$ cat config.mk
export PLATFORM = sky130hd
export DESIGN_NAME = bit_field_unpacker
export DESIGN_NICKNAME = d
export VERILOG_FILES = /design/src/bfu_pkg.sv /design/src/bit_field_unpacker.sv /design/src/bfu_front.sv /design/src/bfu_queue.sv /design/src/bfu_back.sv
export SDC_FILE = /design/constraint.sdc
export NUM_CORES = 1
export LEC_CHECK = 0
export BUFFER_PORTS_ARGS = -buffer_cell sky130_fd_sc_hd__buf_2
export CORE_UTILIZATION = 45
export DETAILED_ROUTE_END_ITERATION = 6
export MAX_ROUTING_LAYER = met4
export PLACE_DENSITY = 0.7
export SLEW_MARGIN = 15
export SYNTH_ARGS = -nofsm -noshare
export SYNTH_HDL_FRONTEND = slang
export SYNTH_SLANG_ARGS = --single-unit
export TNS_END_PERCENT = 10
$ cat constraint.sdc
create_clock -name aclk -period 6.35 [get_ports aclk]
set_clock_uncertainty 0.05 [all_clocks]
set_input_delay 0.3175 -clock aclk [delete_from_list [all_inputs] [get_ports aclk]]
set_output_delay 0.3175 -clock aclk [all_outputs]
set_load 0.01 [all_outputs]
$ cat src/bfu_pkg.sv
// ----------------------------------------------------------------------------
// bfu_pkg: shared types and constants of the bit field unpacker
// Configuration register indexes, the configuration bundle that both the
// front and the back part use, and the queue sizing.
// ----------------------------------------------------------------------------
package bfu_pkg;

    // configuration channel
    localparam int CFG_IDX_W  = 1;
    localparam int CFG_DATA_W = 16;

    localparam logic [CFG_IDX_W-1:0] REG_FIELD_WIDTH = 1'd0;
    localparam logic [CFG_IDX_W-1:0] REG_FIELD_COUNT = 1'd1;

    // register fields and reset values
    localparam int CFG_WIDTH_W = 5;
    localparam int CFG_COUNT_W = 16;
    localparam logic [CFG_WIDTH_W-1:0] FIELD_WIDTH_RST = 5'd8;
    localparam logic [CFG_COUNT_W-1:0] FIELD_COUNT_RST = 16'd0;

    // item widths
    localparam int BYTE_W  = 8;
    localparam int FIELD_W = 16;

    // at most this many results come from one byte
    localparam int MAX_RESULTS = 8;
    localparam int RES_CNT_W   = $clog2(MAX_RESULTS);

    // byte queue between front and back
    localparam int QUEUE_DEPTH = 2;
    localparam int QUEUE_PTR_W = $clog2(QUEUE_DEPTH);
    localparam int QUEUE_CNT_W = $clog2(QUEUE_DEPTH + 1);

    typedef struct packed {
        logic [CFG_WIDTH_W-1:0] field_width;
        logic [CFG_COUNT_W-1:0] field_count;
    } cfg_t;

endpackage

$ cat src/bit_field_unpacker.sv
// ----------------------------------------------------------------------------
// bit_field_unpacker: LSB-first fixed-width bit field unpacker
// Takes packed bytes and gives unsigned fields of the configured width,
// marking the last field of each block and the last field of each byte.
// ----------------------------------------------------------------------------
//
//  channel  | direction | payload
//  ---------+-----------+-------------------------------------------------
//  s_       | in        | tdata[7:0] packed_byte
//  m_       | out       | tdata[15:0] field_value, tlast block_end,
//           |           | tuser run_end
//  cfg_     | in        | index 0 field_width, 1 field_count; data[15:0]
//
//  A byte gives 0 to 8 fields, one field per cycle unless the output stalls;
//  the single field-extract shifter in the back part sets this pace.
//  A byte passes the queue, bit buffer and output register to its first field.
//  Reset: synchronous, active low; width 8, count 0, buffer empty.
//  A stalled output holds fields in the output register; the two-entry byte
//  queue keeps the input side taking bytes meanwhile until it fills.
//
module bit_field_unpacker #(
    parameter int MAX_FIELD_WIDTH = 16
) (
    input  logic                           aclk,
    input  logic                           aresetn,
    // configuration
    input  logic                           cfg_valid,
    output logic                           cfg_ready,
    input  logic [bfu_pkg::CFG_IDX_W-1:0]  cfg_index,
    input  logic [bfu_pkg::CFG_DATA_W-1:0] cfg_data,
    // byte input
    input  logic                           s_tvalid,
    output logic                           s_tready,
    input  logic [7:0]                     s_tdata,   // [7:0] packed_byte
    // field output
    output logic                           m_tvalid,
    input  logic                           m_tready,
    output logic [15:0]                    m_tdata,   // [15:0] field_value
    output logic                           m_tlast,   // block_end
    output logic                           m_tuser    // [0] run_end
);
    import bfu_pkg::*;

    cfg_t              cfg;
    logic              q_push;
    logic [BYTE_W-1:0] q_in_data;
    logic              q_ready;
    logic              q_pop;
    logic              q_valid;
    logic [BYTE_W-1:0] q_out_data;

    bfu_front u_front (
        .aclk      (aclk),
        .aresetn   (aresetn),
        .cfg_valid (cfg_valid),
        .cfg_ready (cfg_ready),
        .cfg_index (cfg_index),
        .cfg_data  (cfg_data),
        .cfg       (cfg),
        .s_tvalid  (s_tvalid),
        .s_tready  (s_tready),
        .s_tdata   (s_tdata),
        .q_push    (q_push),
        .q_data    (q_in_data),
        .q_ready   (q_ready)
    );

    bfu_queue u_queue (
        .aclk      (aclk),
        .aresetn   (aresetn),
        .push      (q_push),
        .push_data (q_in_data),
        .ready     (q_ready),
        .pop       (q_pop),
        .valid     (q_valid),
        .pop_data  (q_out_data)
    );

    bfu_back #(
        .MAX_FIELD_WIDTH (MAX_FIELD_WIDTH)
    ) u_back (
        .aclk     (aclk),
        .aresetn  (aresetn),
        .cfg      (cfg),
        .q_valid  (q_valid),
        .q_data   (q_out_data),
        .q_pop    (q_pop),
        .m_tvalid (m_tvalid),
        .m_tready (m_tready),
        .m_tdata  (m_tdata),
        .m_tlast  (m_tlast),
        .m_tuser  (m_tuser)
    );

endmodule

$ cat src/bfu_front.sv
// ----------------------------------------------------------------------------
// bfu_front: configuration registers and input classification
// Holds the configuration, accepts bytes and forwards those that belong to
// a block; bytes taken while the field count is zero are dropped.
// ----------------------------------------------------------------------------
module bfu_front (
    input  logic                           aclk,
    input  logic                           aresetn,
    // configuration writes
    input  logic                           cfg_valid,
    output logic                           cfg_ready,
    input  logic [bfu_pkg::CFG_IDX_W-1:0]  cfg_index,
    input  logic [bfu_pkg::CFG_DATA_W-1:0] cfg_data,
    output bfu_pkg::cfg_t                  cfg,
    // byte input
    input  logic                           s_tvalid,
    output logic                           s_tready,
    input  logic [bfu_pkg::BYTE_W-1:0]     s_tdata,
    // to queue
    output logic                           q_push,
    output logic [bfu_pkg::BYTE_W-1:0]     q_data,
    input  logic                           q_ready
);
    import bfu_pkg::*;

    cfg_t cfg_reg;

    // configuration registers, always writable
    assign cfg_ready = 1'b1;

    always_ff @(posedge aclk) begin
        if (!aresetn) begin
            cfg_reg.field_width <= FIELD_WIDTH_RST;
            cfg_reg.field_count <= FIELD_COUNT_RST;
        end else if (cfg_valid && cfg_ready) begin
            case (cfg_index)
                REG_FIELD_WIDTH: cfg_reg.field_width <= cfg_data[CFG_WIDTH_W-1:0];
                REG_FIELD_COUNT: cfg_reg.field_count <= cfg_data[CFG_COUNT_W-1:0];
                default: ;
            endcase
        end
    end

    assign cfg = cfg_reg;

    // accept while the queue has room; zero count drops the item
    assign s_tready = q_ready;
    assign q_push   = s_tvalid && s_tready && (cfg_reg.field_count != '0);
    assign q_data   = s_tdata;

endmodule

$ cat src/bfu_queue.sv
// ----------------------------------------------------------------------------
// bfu_queue: short byte queue
// Two-entry FIFO that lets the front part and the back part stall apart.
// ----------------------------------------------------------------------------
module bfu_queue (
    input  logic                       aclk,
    input  logic                       aresetn,
    input  logic                       push,
    input  logic [bfu_pkg::BYTE_W-1:0] push_data,
    output logic                       ready,
    input  logic                       pop,
    output logic                       valid,
    output logic [bfu_pkg::BYTE_W-1:0] pop_data
);
    import bfu_pkg::*;

    logic [BYTE_W-1:0]      data_reg [QUEUE_DEPTH];
    logic [QUEUE_PTR_W-1:0] wr_ptr_reg;
    logic [QUEUE_PTR_W-1:0] rd_ptr_reg;
    logic [QUEUE_CNT_W-1:0] count_reg;
    logic [QUEUE_CNT_W-1:0] count_next;
    logic                   do_push;
    logic                   do_pop;

    assign ready    = (count_reg != QUEUE_CNT_W'(QUEUE_DEPTH));
    assign valid    = (count_reg != '0);
    assign pop_data = data_reg[rd_ptr_reg];
    assign do_push  = push && ready;
    assign do_pop   = pop && valid;

    always_comb begin
        count_next = count_reg;
        if (do_push && !do_pop) begin
            count_next = count_reg + 1'b1;
        end else if (do_pop && !do_push) begin
            count_next = count_reg - 1'b1;
        end
    end

    // pointers and fill count
    always_ff @(posedge aclk) begin
        if (!aresetn) begin
            wr_ptr_reg <= '0;
            rd_ptr_reg <= '0;
            count_reg  <= '0;
        end else begin
            count_reg <= count_next;
            if (do_push) begin
                wr_ptr_reg <= (wr_ptr_reg == QUEUE_PTR_W'(QUEUE_DEPTH - 1)) ?
                              '0 : wr_ptr_reg + 1'b1;
            end
            if (do_pop) begin
                rd_ptr_reg <= (rd_ptr_reg == QUEUE_PTR_W'(QUEUE_DEPTH - 1)) ?
                              '0 : rd_ptr_reg + 1'b1;
            end
        end
    end

    // storage
    always_ff @(posedge aclk) begin
        if (do_push) begin
            data_reg[wr_ptr_reg] <= push_data;
        end
    end

endmodule

$ cat src/bfu_back.sv
// ----------------------------------------------------------------------------
// bfu_back: bit buffer and field extraction
// Appends queued bytes above the held bits and, unless the output stalls, sends
// one field per cycle via an output register, tags block and per-byte run ends.
// ----------------------------------------------------------------------------
module bfu_back #(
    parameter int MAX_FIELD_WIDTH = 16
) (
    input  logic                        aclk,
    input  logic                        aresetn,
    input  bfu_pkg::cfg_t               cfg,
    // from queue
    input  logic                        q_valid,
    input  logic [bfu_pkg::BYTE_W-1:0]  q_data,
    output logic                        q_pop,
    // result output
    output logic                        m_tvalid,
    input  logic                        m_tready,
    output logic [bfu_pkg::FIELD_W-1:0] m_tdata,
    output logic                        m_tlast,
    output logic                        m_tuser
);
    import bfu_pkg::*;

    localparam int BUF_W = MAX_FIELD_WIDTH + BYTE_W - 1;
    localparam int HW    = $clog2(BUF_W + 1);
    localparam int WW    = $clog2(MAX_FIELD_WIDTH + 1);

    logic [BUF_W-1:0]       buf_reg,  buf_next;
    logic [HW-1:0]          held_reg, held_next;
    logic [CFG_COUNT_W-1:0] done_reg, done_next;
    logic [RES_CNT_W-1:0]   n_reg,    n_next;
    logic                   act_reg,  act_next;

    logic                   out_valid_reg;
    logic [FIELD_W-1:0]     out_data_reg;
    logic                   out_last_reg;
    logic                   out_run_reg;

    logic [WW-1:0]          w;
    logic [HW-1:0]          w_h;
    logic [BUF_W-1:0]       mask;
    logic [BUF_W+FIELD_W-1:0] field_ext;
    logic                   out_free;
    logic                   emit;
    logic                   last;
    logic                   run_end;
    logic [BUF_W-1:0]       buf_a;
    logic [HW-1:0]          held_a;
    logic [HW-1:0]          held_b;

    // effective width: zero reads as one, clamp to the maximum
    always_comb begin
        if (cfg.field_width == '0) begin
            w = WW'(1);
        end else if (int'(cfg.field_width) > MAX_FIELD_WIDTH) begin
            w = WW'(MAX_FIELD_WIDTH);
        end else begin
            w = WW'(cfg.field_width);
        end
    end

    assign w_h  = HW'(w);
    assign mask = ~({BUF_W{1'b1}} << w);
    assign field_ext = {{FIELD_W{1'b0}}, buf_reg & mask};

    // one field leaves when the output register can take it
    assign out_free = !out_valid_reg || m_tready;
    assign emit     = act_reg && out_free;
    assign last     = ({1'b0, done_reg} + 1'b1) >= {1'b0, cfg.field_count};

    // state after the field leaves
    always_comb begin
        buf_a  = buf_reg;
        held_a = held_reg;
        if (emit) begin
            if (last) begin
                buf_a  = '0;
                held_a = '0;
            end else begin
                buf_a  = buf_reg >> w;
                held_a = held_reg - w_h;
            end
        end
    end

    assign run_end = last || (held_a < w_h) || (n_reg == RES_CNT_W'(MAX_RESULTS - 1));

    // next byte enters once the current one has given all its fields
    assign q_pop  = q_valid && (!act_reg || (emit && run_end));
    assign held_b = held_a + HW'(BYTE_W);

    always_comb begin
        buf_next  = buf_a;
        held_next = held_a;
        done_next = done_reg;
        n_next    = n_reg;
        act_next  = act_reg;
        if (emit) begin
            done_next = last ? '0 : done_reg + 1'b1;
            n_next    = n_reg + 1'b1;
            if (run_end) begin
                act_next = 1'b0;
            end
        end
        if (q_pop) begin
            buf_next  = buf_a | (BUF_W'(q_data) << held_a);
            held_next = held_b;
            n_next    = '0;
            act_next  = (held_b >= w_h);
        end
    end

    // bit buffer and counters
    always_ff @(posedge aclk) begin
        if (!aresetn) begin
            buf_reg  <= '0;
            held_reg <= '0;
            done_reg <= '0;
            n_reg    <= '0;
            act_reg  <= 1'b0;
        end else begin
            buf_reg  <= buf_next;
            held_reg <= held_next;
            done_reg <= done_next;
            n_reg    <= n_next;
            act_reg  <= act_next;
        end
    end

    // output register
    always_ff @(posedge aclk) begin
        if (!aresetn) begin
            out_valid_reg <= 1'b0;
        end else if (out_free) begin
            out_valid_reg <= emit;
        end
    end

    always_ff @(posedge aclk) begin
        if (emit) begin
            out_data_reg <= field_ext[FIELD_W-1:0];
            out_last_reg <= last;
            out_run_reg  <= run_end;
        end
    end

    assign m_tvalid = out_valid_reg;
    assign m_tdata  = out_data_reg;
    assign m_tlast  = out_last_reg;
    assign m_tuser  = out_run_reg;

endmodule
**Word-level counts from Yosys, hierarchy flattened**

Memory sizes are Yosys's and may differ from the RTL's. A register that Yosys moved wholly into a read port is not among the register bits.
Index checks and enable logic that the tools add are counted.

- Input port bits: 30
- Logic and storage cells: 85
- Output and inout bits: 21
- Memories kept: 1
- Memory bits (writable): 16
- Register bits after elaboration: 92

- Shift-type cells: 3
- Reductions and logical operators: 27
- $lt $le $gt $ge: 4
- Eq/ne operators: 2
- Bitwise logic cells: 5
- Add/subtract/negate cells: 9
- Muxes and demuxes: 20

Memory list:

| name | words | bits a word | rd ports | clocked after memory_dff | wr ports | RTL line | source |
|---|---|---|---|---|---|---|---|
| u_queue.data_reg | 2 | 8 | 1 | 1 | 1 | bfu_queue.sv:17 | `logic [BYTE_W-1:0] data_reg [QUEUE_DEPTH];` |

Operator list:

| operator | count |
|---|---|
| $mux 23 | 3 |
| $mux 5 | 5 |
| $or 23x23->23 | 1 |
| $shl 23x5->16 const A | 1 |
| $shl 8x5->23 | 1 |
| $shr 23x5->23 | 1 |
| $add 16x1->17 const B | 1 |
| $ge 17x16->1 | 1 |
| $add 16x1->16 const B | 1 |
| $and 16x16->16 | 1 |
| $mux 16 | 1 |
| $not 16->16 | 1 |
| $reduce_bool 16->1 | 1 |
| $logic_and 1x1->1 | 9 |
| $mux 1 | 9 |
| $reduce_bool 2->1 | 4 |
| $reduce_and 2->1 | 3 |
| $add 5x4->5 const B | 1 |
| $ge 5x5->1 | 1 |
| $gt 5x5->1 const B | 1 |
| $logic_not 5->1 | 1 |
| $lt 5x5->1 | 1 |
| $sub 5x5->5 | 1 |
| $logic_not 1->1 | 4 |
| 10 further kinds | 16 |

**Longest topological paths before layout**

Gate-level depths: netlist (run 1).

- Depth in word-level cells: 16
- Gate-level depth with buffers: 26
- Mapped depth without buffers: 24

**Cells and area by module**

From an unflattened synthesis (run 1), not the netlist that was laid out.

- Cells, all modules: 811
- Area, all modules: 6,975.4 um^2

By module, submodules not included:

| module | area each (um^2) | cells each | instances | seq. area each (um^2) |
|---|---|---|---|---|
| bfu_back | 5,261.3 | 656 | 1 | 1,521.5 |
| bfu_front | 904.6 | 105 | 1 | 420.4 |
| bfu_queue | 809.5 | 50 | 1 | 580.6 |

**Worst setup path after synthesis (run 1)**

Ideal clock, no wire load.

- Path kind: register -> register
- Start: register u_back.done_reg[0]
- End: register u_back.buf_reg[10]
- Stages on the path, launching flop included: 27
- Slack: 0.810 ns
- Clock period less this slack: 5.540 ns
- Setup time: 0.074 ns
- Required time: 6.226 ns
- Path buffers: 2
- Data arrival time: 5.416 ns
- Path through: dfxtp_1 > nand3_1 > nor2_1 > and3_1 > and3_1 > clkbuf_1 > and3_1 > nand3_1 > xnor2_1 > ha_1 > nand3_1 > nor3_1 > and3_1 > or4_4 > a2bb2oi_4 > inv_2 > buf_6 > ha_1 > nor2b_1 > o211ai_1 > a311oi_1 > or2_2 > o31ai_1 > nor3b_1 > nand2_1 > or3_1 > a31oi_1

- Word-level cells in the longest chain between the ends: 11
- Elaborated cells on any way between the ends: 15
- Those cells by class: add/sub (1); order compare (2); shift (1); mux (5); bitwise (1); reduce/logical (5)

Ends and longest elaborated chain:

| element | RTL line | source |
|---|---|---|
| from (decl) | bfu_back.sv:31 | `logic [CFG_COUNT_W-1:0] done_reg, done_next;` |
| from (signal assigned) | bfu_back.sv:125 | `done_reg <= done_next;` |
| $add 16x1->17 (*) | bfu_back.sv:70 | `assign last = ({1'b0, done_reg} + 1'b1) >= {1'b0, cfg.field_count};` |
| $ge 17x16->1 (*) | bfu_back.sv:70 |  |
| $mux 5 (*) | bfu_back.sv:77 | `if (last) begin` |
| $mux 5 (*) | bfu_back.sv:76 | `if (emit) begin` |
| via u_back.held_a[1] | bfu_back.sv:49 | `logic [HW-1:0] held_a;` |
| $lt 5x5->1 | bfu_back.sv:87 | `assign run_end = last \|\| (held_a < w_h) \|\| (n_reg == RES_CNT_W'(MAX_RESULTS - 1));` |
| $logic_or 1x1->1 (2 in a row) | bfu_back.sv:87 |  |
| $logic_and 1x1->1 | bfu_back.sv:90 | `assign q_pop = q_valid && (!act_reg \|\| (emit && run_end));` |
| $logic_or 1x1->1 | bfu_back.sv:90 |  |
| $logic_and 1x1->1 | bfu_back.sv:90 |  |
| $mux 23 (*) | bfu_back.sv:106 | `if (q_pop) begin` |
| to (signal assigned) | bfu_back.sv:123 | `buf_reg <= buf_next;` |
| to (decl) | bfu_back.sv:29 | `logic [BUF_W-1:0] buf_reg, buf_next;` |

The timed path passes the listed nets; every way through them passes the cells marked *.
A chain may end at the register's enable or synchronous reset.

**Worst setup path in the final report (run 1)**

- Start: register u_back.done_reg[0]
- End: register u_back.buf_reg[10]

- Word-level cells in the longest chain between the ends: 11
- Elaborated cells on any way between the ends: 15
- Those cells by class: add/sub (1); order compare (2); shift (1); mux (5); bitwise (1); reduce/logical (5)

Ends and longest elaborated chain:

| element | RTL line |
|---|---|
| $add 16x1->17 (*) | bfu_back.sv:70 |
| $ge 17x16->1 (*) | bfu_back.sv:70 |
| $mux 5 | bfu_back.sv:77 |
| $mux 5 | bfu_back.sv:76 |
| $lt 5x5->1 | bfu_back.sv:87 |
| $logic_or 1x1->1 (2 in a row) | bfu_back.sv:87 |
| $logic_and 1x1->1 | bfu_back.sv:90 |
| $logic_or 1x1->1 | bfu_back.sv:90 |
| $logic_and 1x1->1 | bfu_back.sv:90 |
| $mux 23 (*) | bfu_back.sv:106 |

Every way passes the cells marked *; elsewhere a longest branch is shown, timed or not.

==> results.md, run 1 <==
- Reg area: 2520 um^2
- Number of rows in the core area: 44
- Placeable Area: 14800 um^2
- Detailed Routing Iterations Pass 1: 5
- Largest cells by area after synthesis: sky130_fd_sc_hd__dfxtp_1 22%, sky130_fd_sc_hd__edfxtp_1 15%, sky130_fd_sc_hd__mux2i_1 8.5%
- Area of the die: 15900 um^2
- Number of gates given a new drive strength after cts: 0
- Pre-CTS worst setup slack: 328 ps
- Summed instance area of the synthesized netlist: 6920 um^2
- Starting density of the core: 0.469
- Yosys warning count: 0
- Routed via count: 5948
- Instance count after placement with tap cells included: 997
- Final standard cell count with taps included and fillers excluded: 1013
- Vert. Die Dim: 126 um
- Count of endpoints failing hold in the final timing report: 0
- Global-route wire length before repair: 28100 um
- Highest fanout seen on the critical path: 12
- # port buffers: 49
- Via count of the first global-routing pass: 5423
- Peak clock frequency supported by timing: 170 MHz
- Pwr per Cell Area: 347 nW/um^2
- Kind of path behind the tightest hold check: input port to flop
- Actual slew at the worst max-slew pin: 778 ps
- Final setup violating endpoints: 0
- CTS Sinks: 109
- Static leakage: 3.21 nW
- Hold path startpoint: s_tdata[0]
- Max-Slew Margin vs Limit: 0.476
- Ranking of synthesized cells by instance count: 102 x sky130_fd_sc_hd__nand2_1, 75 x sky130_fd_sc_hd__dfxtp_1, 72 x sky130_fd_sc_hd__nor2_1
- Data arrival time of the critical path: 6130 ps
- Starting DRT DRC Count: 529
- Crit Path Category: flop to flop
- Startpoint Class: flop
- Final WS setup: 457 ps
- EDFF count, synth: 34
- Global route overflow: 0
- Unrepaired setup endpoints after global routing: false
- Final worst path period need: 5890 ps
- Routed wire per std cell: 17.2 um
- Antenna Nets Post-Route: 0
- Filler Cell Count: 1418
- Multi-input gate area in the final layout: 4070 um^2
- Area growth from synthesis to layout: 10.4%
- Clock insertion delay at the later pin of the skew report: 360 ps
- Type of element capturing the critical path: flop
- Die width: 126 um
- Max reg flops: 23
- HPWL reported at the end of detailed placement: 12600 um
- Proportion of synthesized chip area in sequential cells: 0.365
- Final period util: 0.928
- Critical-path top delay cell: sky130_fd_sc_hd__or4_4
- Number of hold buffers added after cts: 0
- Count leader, synth: sky130_fd_sc_hd__nand2_1
- CTS H-tree lvls: 3
- Clock Root Buffer: sky130_fd_sc_hd__clkbuf_16
- Async set-or-reset flop fraction in the synthesized netlist: 0
- Clock buffer count from CTS: 9
- Number of antenna violations at the first check in global routing: 0
- Worst IR drop on VDD: 0.000235 V
- Total of max-cap violations: 0
- Origin of the worst setup path: u_back.done_reg[0]
- CTS Buffer Depth: 2
- Gate count of the mapped netlist: 798
- Power, Total: 2.65 mW
- Remaining DRCs: 0
- Combinational Power Share: 0.400
- Part of the total power dissipated in the clock network: 0.237
- Outcome: finished, final reports clean
- Mean area per synthesized cell: 8.67 um^2
- Ratio of routed vias to standard cells: 5.87
- Overall routing resource usage: 0.230
- Cell-internal power: 1.62 mW
- Clock-pin transition on the worst setup and hold timing paths: 80 ps
- Summed negative setup slack over all endpoints: 0 ps
- Top_reg_cell synth: sky130_fd_sc_hd__dfxtp_1
- Most frequent CP cell: sky130_fd_sc_hd__and3_1
- Cell class contributing the biggest share of worst-path delay: simple AND/OR/NAND/NOR gates
- Final #Nets: 885
- Post-synth top area cell: sky130_fd_sc_hd__dfxtp_1
- Net Sw Frac: 0.388
- Yosys reg bits: 109
- Inserted Diodes: 0
- Chain of cells forming the critical path: nand3_1 -> nor2_1 -> and3_1 -> and3_1 -> and3_1 -> nand3_1 -> xnor2_1 -> ha_1 -> nand3_1 -> nor3_2 -> and3_1 -> or4_4 -> a2bb2oi_4 -> inv_4 -> ha_1 -> nor2b_1 -> o211ai_1 -> a311oi_1 -> or2_2 -> o31ai_1 -> nor3b_2 -> nand2_1 -> or3_1 -> a31oi_1
- Proportion of layout cells with a drive suffix above 1: 0.136
- Ports placed on the boundary: 51
- Critical path buffers and inverters: 1
- GP Congestion: 0.931
- Proportion of netlist area held by the largest area contributor: 0.217
- Switching Power: 1.03 mW
- Reg2reg start: u_back.done_reg[0]
- Final core area utilization: 0.518
- Total nets after synthesis: 859
- Critical path data required time: 6590 ps
- Wire length reported by the detailed router: 17400 um
- Post CTS Setup Buffer Count: 0
- Sequential cell fraction of total power: 0.363
- Final max-slew violation count: 0
- Unique cell type count in the Yosys netlist: 78
- Maximum number of pins on one net before global-route repair: 50
- Clock tree from TritonCTS: done
- Slowest stage delay, CP: 570 ps
final timing paths:
kind	cells after the start	end	slack, ps
worst max register to register	24	u_back.buf_reg[10]	460
worst min-delay path	1	u_queue.data_reg[1][0]	90
worst max-delay path	24	u_back.buf_reg[10]	460
worst min register to register	2	u_back.n_reg[1]	410
final cells by class:
class / instances / share of cell area
multi-input combinational: 605 / 0.533
sequential: 109 / 0.330
timing repair buffer: 60 / 0.0429
tap: 184 / 0.0301
clock buffer: 9 / 0.0295
inverter: 39 / 0.0198
clock inverter: 7 / 0.0139
cells by family after synthesis:
kind of cell,Yosys count,synth area share
AND/OR/NAND/NOR,270,0.182
AO/OA/AOI/OAI,207,0.207
flip-flops,109,0.365
buffers and inverters,84,0.0496
multiplexers,73,0.110
adder cells (fa/ha/maj),31,0.0572
XOR/XNOR,23,0.0291
other,1,0.000542
power groups by stage:
stage,clock network (mW),logic [mW],registers [mW]
final,0.627,1.06,0.961
after global routing,0.664,1.16,0.975
after CTS,0.637,1.04,0.956
after detailed placement,0,1.03,0.972
after global placement,0,1.03,0.973
after floorplan,0,0.782,0.939
routing by layer:
metal / vias to the layer above / routed length, um / track usage
li1: 2942 / - / -
met1: 2785 / 8520 / 0.324
met2: 203 / 7540 / 0.339
met3: 18 / 1130 / 0.0319
met4: 0 / 204 / 0.0716
met5: - / 0 / -
per-stage QoR:
stage	hold WS, ps	instance area, um^2
after floorplan	366	6920
after detailed placement	403	7290
after global placement	398	7290
after CTS	83.0	7620
final	91.1	7640
after global routing	82.2	7640
placed cells by master, fill, tap and decap left out, types with 6 or more instances in the layout:
master                        n
sky130_fd_sc_hd__mux2i_1     59
sky130_fd_sc_hd__inv_1       33
sky130_fd_sc_hd__and3_1      15
sky130_fd_sc_hd__buf_2       49
sky130_fd_sc_hd__buf_4       11
sky130_fd_sc_hd__a21oi_1     63
sky130_fd_sc_hd__xor2_1       8
sky130_fd_sc_hd__nand2b_1    10
sky130_fd_sc_hd__xnor2_1     15
sky130_fd_sc_hd__mux2_2      10
sky130_fd_sc_hd__o211ai_1     8
sky130_fd_sc_hd__and2_1       6
sky130_fd_sc_hd__nand3_1     20
sky130_fd_sc_hd__dfxtp_1     75
sky130_fd_sc_hd__ha_1        30
sky130_fd_sc_hd__or3_1        6
sky130_fd_sc_hd__edfxtp_1    34
sky130_fd_sc_hd__a31oi_1     12
sky130_fd_sc_hd__nand2_1    102
sky130_fd_sc_hd__a32oi_1      6
sky130_fd_sc_hd__nor2_1      72
sky130_fd_sc_hd__a21boi_0     8
sky130_fd_sc_hd__a22oi_1     11
sky130_fd_sc_hd__nor3_1       7
sky130_fd_sc_hd__o21ai_0     36
sky130_fd_sc_hd__clkbuf_16    9
Power figures use the tool's default switching activity.
==> inputs of run 2 (changes only) <==
Settings changed: PLACE_DENSITY 0.7 to not set.
==> results.md, run 2 (synthesized netlist as in run 1, its figures left out) <==
- Maximum number of pins on one net before global-route repair: 50 (unchanged)
- Routed via count: 6103 (was 5948)
- Peak clock frequency supported by timing: 168 MHz (was 170 MHz)
- Combinational Power Share: 0.411 (was 0.400)
- Unrepaired setup endpoints after global routing: false (unchanged)
- Filler Cell Count: 1416 (was 1418)
- Vert. Die Dim: 126 um (unchanged)
- Wire length reported by the detailed router: 18700 um (was 17400 um)
- Clock-pin transition on the worst setup and hold timing paths: 80 ps (about the same)
- Clock buffer count from CTS: 9 (unchanged)
- Post CTS Setup Buffer Count: 0 (unchanged)
- Summed negative setup slack over all endpoints: 0 ps (unchanged)
- Startpoint Class: flop (unchanged)
- Final max-slew violation count: 0 (unchanged)
- Commonest non-fill, non-tap cells in the layout: 102 x sky130_fd_sc_hd__nand2_1, 75 x sky130_fd_sc_hd__dfxtp_1, 71 x sky130_fd_sc_hd__nor2_1 (was 102 x sky130_fd_sc_hd__nand2_1, 75 x sky130_fd_sc_hd__dfxtp_1, 72 x sky130_fd_sc_hd__nor2_1)
- Number of antenna violations at the first check in global routing: 0 (unchanged)
- Switching Power: 1.05 mW (was 1.03 mW)
- Clock insertion delay at the later pin of the skew report: 350 ps (was 360 ps)
- Starting DRT DRC Count: 558 (was 529)
- Proportion of layout cells with a drive suffix above 1: 0.141 (was 0.136)
- CTS Buffer Depth: 2 (unchanged)
- Total of max-cap violations: 0 (unchanged)
- Routed wire per std cell: 18.4 um (was 17.2 um)
- Final period util: 0.938 (was 0.928)
- Global-route wire length before repair: 30000 um (was 28100 um)
- Part of the total power dissipated in the clock network: 0.225 (was 0.237)
- Die width: 126 um (unchanged)
- Via count of the first global-routing pass: 5813 (was 5423)
- Detailed Routing Iterations Pass 1: 5 (unchanged)
- Ports placed on the boundary: 51 (unchanged)
- Global route overflow: 0 (unchanged)
- Net Sw Frac: 0.397 (was 0.388)
- Remaining DRCs: 0 (unchanged)
- Final setup violating endpoints: 0 (unchanged)
- Worst IR drop on VDD: 0.000245 V (was 0.000235 V)
- Inserted Diodes: 0 (unchanged)
- Register-to-register setup slack: 400 ps (was 460 ps)
- Max-Slew Margin vs Limit: 0.500 (was 0.476)
- Clock tree from TritonCTS: done (unchanged)
- Post-Route Hold Slack: 103 ps (was 91.1 ps)
- Static leakage: 3.23 nW (was 3.21 nW)
- Critical path data required time: 6590 ps (about the same)
- Final #Nets: 890 (was 885)
- Actual slew at the worst max-slew pin: 743 ps (was 778 ps)
- Overall routing resource usage: 0.247 (was 0.230)
- HPWL reported at the end of detailed placement: 14000 um (was 12600 um)
- Finished layout cell area: 7650 um^2 (was 7640 um^2)
- # port buffers: 49 (unchanged)
- Crit Path Category: flop to flop (unchanged)
- Sequential cell fraction of total power: 0.364 (was 0.363)
- Area of the die: 15900 um^2 (unchanged)
- Number of gates given a new drive strength after cts: 0 (unchanged)
- Pwr per Cell Area: 347 nW/um^2 (about the same)
- Kind of path behind the tightest hold check: input port to flop (unchanged)
- Commonest non-fill, non-tap cell in the layout: sky130_fd_sc_hd__nand2_1 (unchanged)
- Ratio of routed vias to standard cells: 6.00 (was 5.87)
- Number of hold buffers added after cts: 0 (unchanged)
- Number of rows in the core area: 44 (unchanged)
- Outcome: finished, final reports clean (unchanged)
- GP Congestion: 0.937 (was 0.931)
- Final worst path period need: 5950 ps (was 5890 ps)
- Placeable Area: 14800 um^2 (unchanged)
- Placed Instance Area: 7320 um^2 (was 7290 um^2)
- Highest fanout seen on the critical path: 12 (unchanged)
- Cell-internal power: 1.60 mW (was 1.62 mW)
- Data arrival time of the critical path: 6190 ps (was 6130 ps)
- CTS H-tree lvls: 3 (unchanged)
- Starting density of the core: 0.469 (unchanged)
- Clock Root Buffer: sky130_fd_sc_hd__clkbuf_16 (unchanged)
- Area growth from synthesis to layout: 10.5% (was 10.4%)
- Type of element capturing the critical path: flop (unchanged)
- Count of endpoints failing hold in the final timing report: 0 (unchanged)
- Antenna Nets Post-Route: 0 (unchanged)
- CTS Sinks: 109 (unchanged)
- Max reg flops: 23 (unchanged)
run 2: final timing paths:
check             cells after the start                from                     end
setup / recovery                     23  u_back.done_reg[0]      u_back.buf_reg[10]
hold / removal                        1          s_tdata[0]  u_queue.data_reg[0][0]
setup reg to reg                     23  u_back.done_reg[0]      u_back.buf_reg[10]
hold reg to reg                       2     u_back.n_reg[1]         u_back.n_reg[1]
run 2: metrics by stage:
step | util | setup slack, ps | cells | power [mW]
floorplan | - | 810 | 798 | 1.72
global placement | 0.496 | 516 | 1002 | 2.03
detailed placement | 0.496 | 277 | 1002 | 2.04
CTS | 0.517 | 233 | 1018 | 2.64
global route | 0.518 | 38.8 | 1018 | 2.80
finish | 0.518 | 397 | 1018 | 2.65
run 2: worst max-delay path, stage by stage (launching register included):
cell and delay, ps:
sky130_fd_sc_hd__dfxtp_1 410, sky130_fd_sc_hd__ha_1 250, sky130_fd_sc_hd__and3_1 320, sky130_fd_sc_hd__nand3_4 150, sky130_fd_sc_hd__nor2_1 330, sky130_fd_sc_hd__and3_1 220, sky130_fd_sc_hd__xor2_1 200, sky130_fd_sc_hd__ha_1 280
sky130_fd_sc_hd__a21o_1 190, sky130_fd_sc_hd__a21oi_2 170, sky130_fd_sc_hd__o41ai_4 110, sky130_fd_sc_hd__or4_4 590, sky130_fd_sc_hd__a2bb2oi_4 190, sky130_fd_sc_hd__inv_4 170, sky130_fd_sc_hd__ha_1 260, sky130_fd_sc_hd__nor2b_1 140
sky130_fd_sc_hd__o211ai_1 150, sky130_fd_sc_hd__a311oi_1 140, sky130_fd_sc_hd__or2_2 310, sky130_fd_sc_hd__o31ai_1 190, sky130_fd_sc_hd__nor3b_1 280, sky130_fd_sc_hd__nand2_1 240, sky130_fd_sc_hd__or3_1 390, sky130_fd_sc_hd__a31oi_1 120
run 2: power by group through the flow:
stage	Combinational (mW)	Clock [mW]	Sequential (mW)
2_1_floorplan	0.782	0	0.939
3_3_place_gp	1.05	0	0.976
3_5_place_dp	1.06	0	0.977
4_1_cts	1.07	0.605	0.961
5_1_grt	1.19	0.631	0.978
6_report	1.09	0.596	0.966
run 2: final cells by class:
class,count,area (um^2),area share
Clock buffer,10,239,0.0312
Inverter,39,151,0.0198
Timing Repair Buffer,65,365,0.0478
Clock inverter,6,68.8,0.00900
Tap cell,184,230,0.0301
Sequential cell,109,2520,0.330
Multi-Input combinational cell,605,4070,0.532
run 2: routing by layer:
metal	part of all wire	up-vias	global-route usage
li1	-	2940	-
met5	0	-	-
met1	0.46	2918	0.319
met4	0.021	0	0.0921
met3	0.059	33	0.0336
met2	0.46	212	0.393
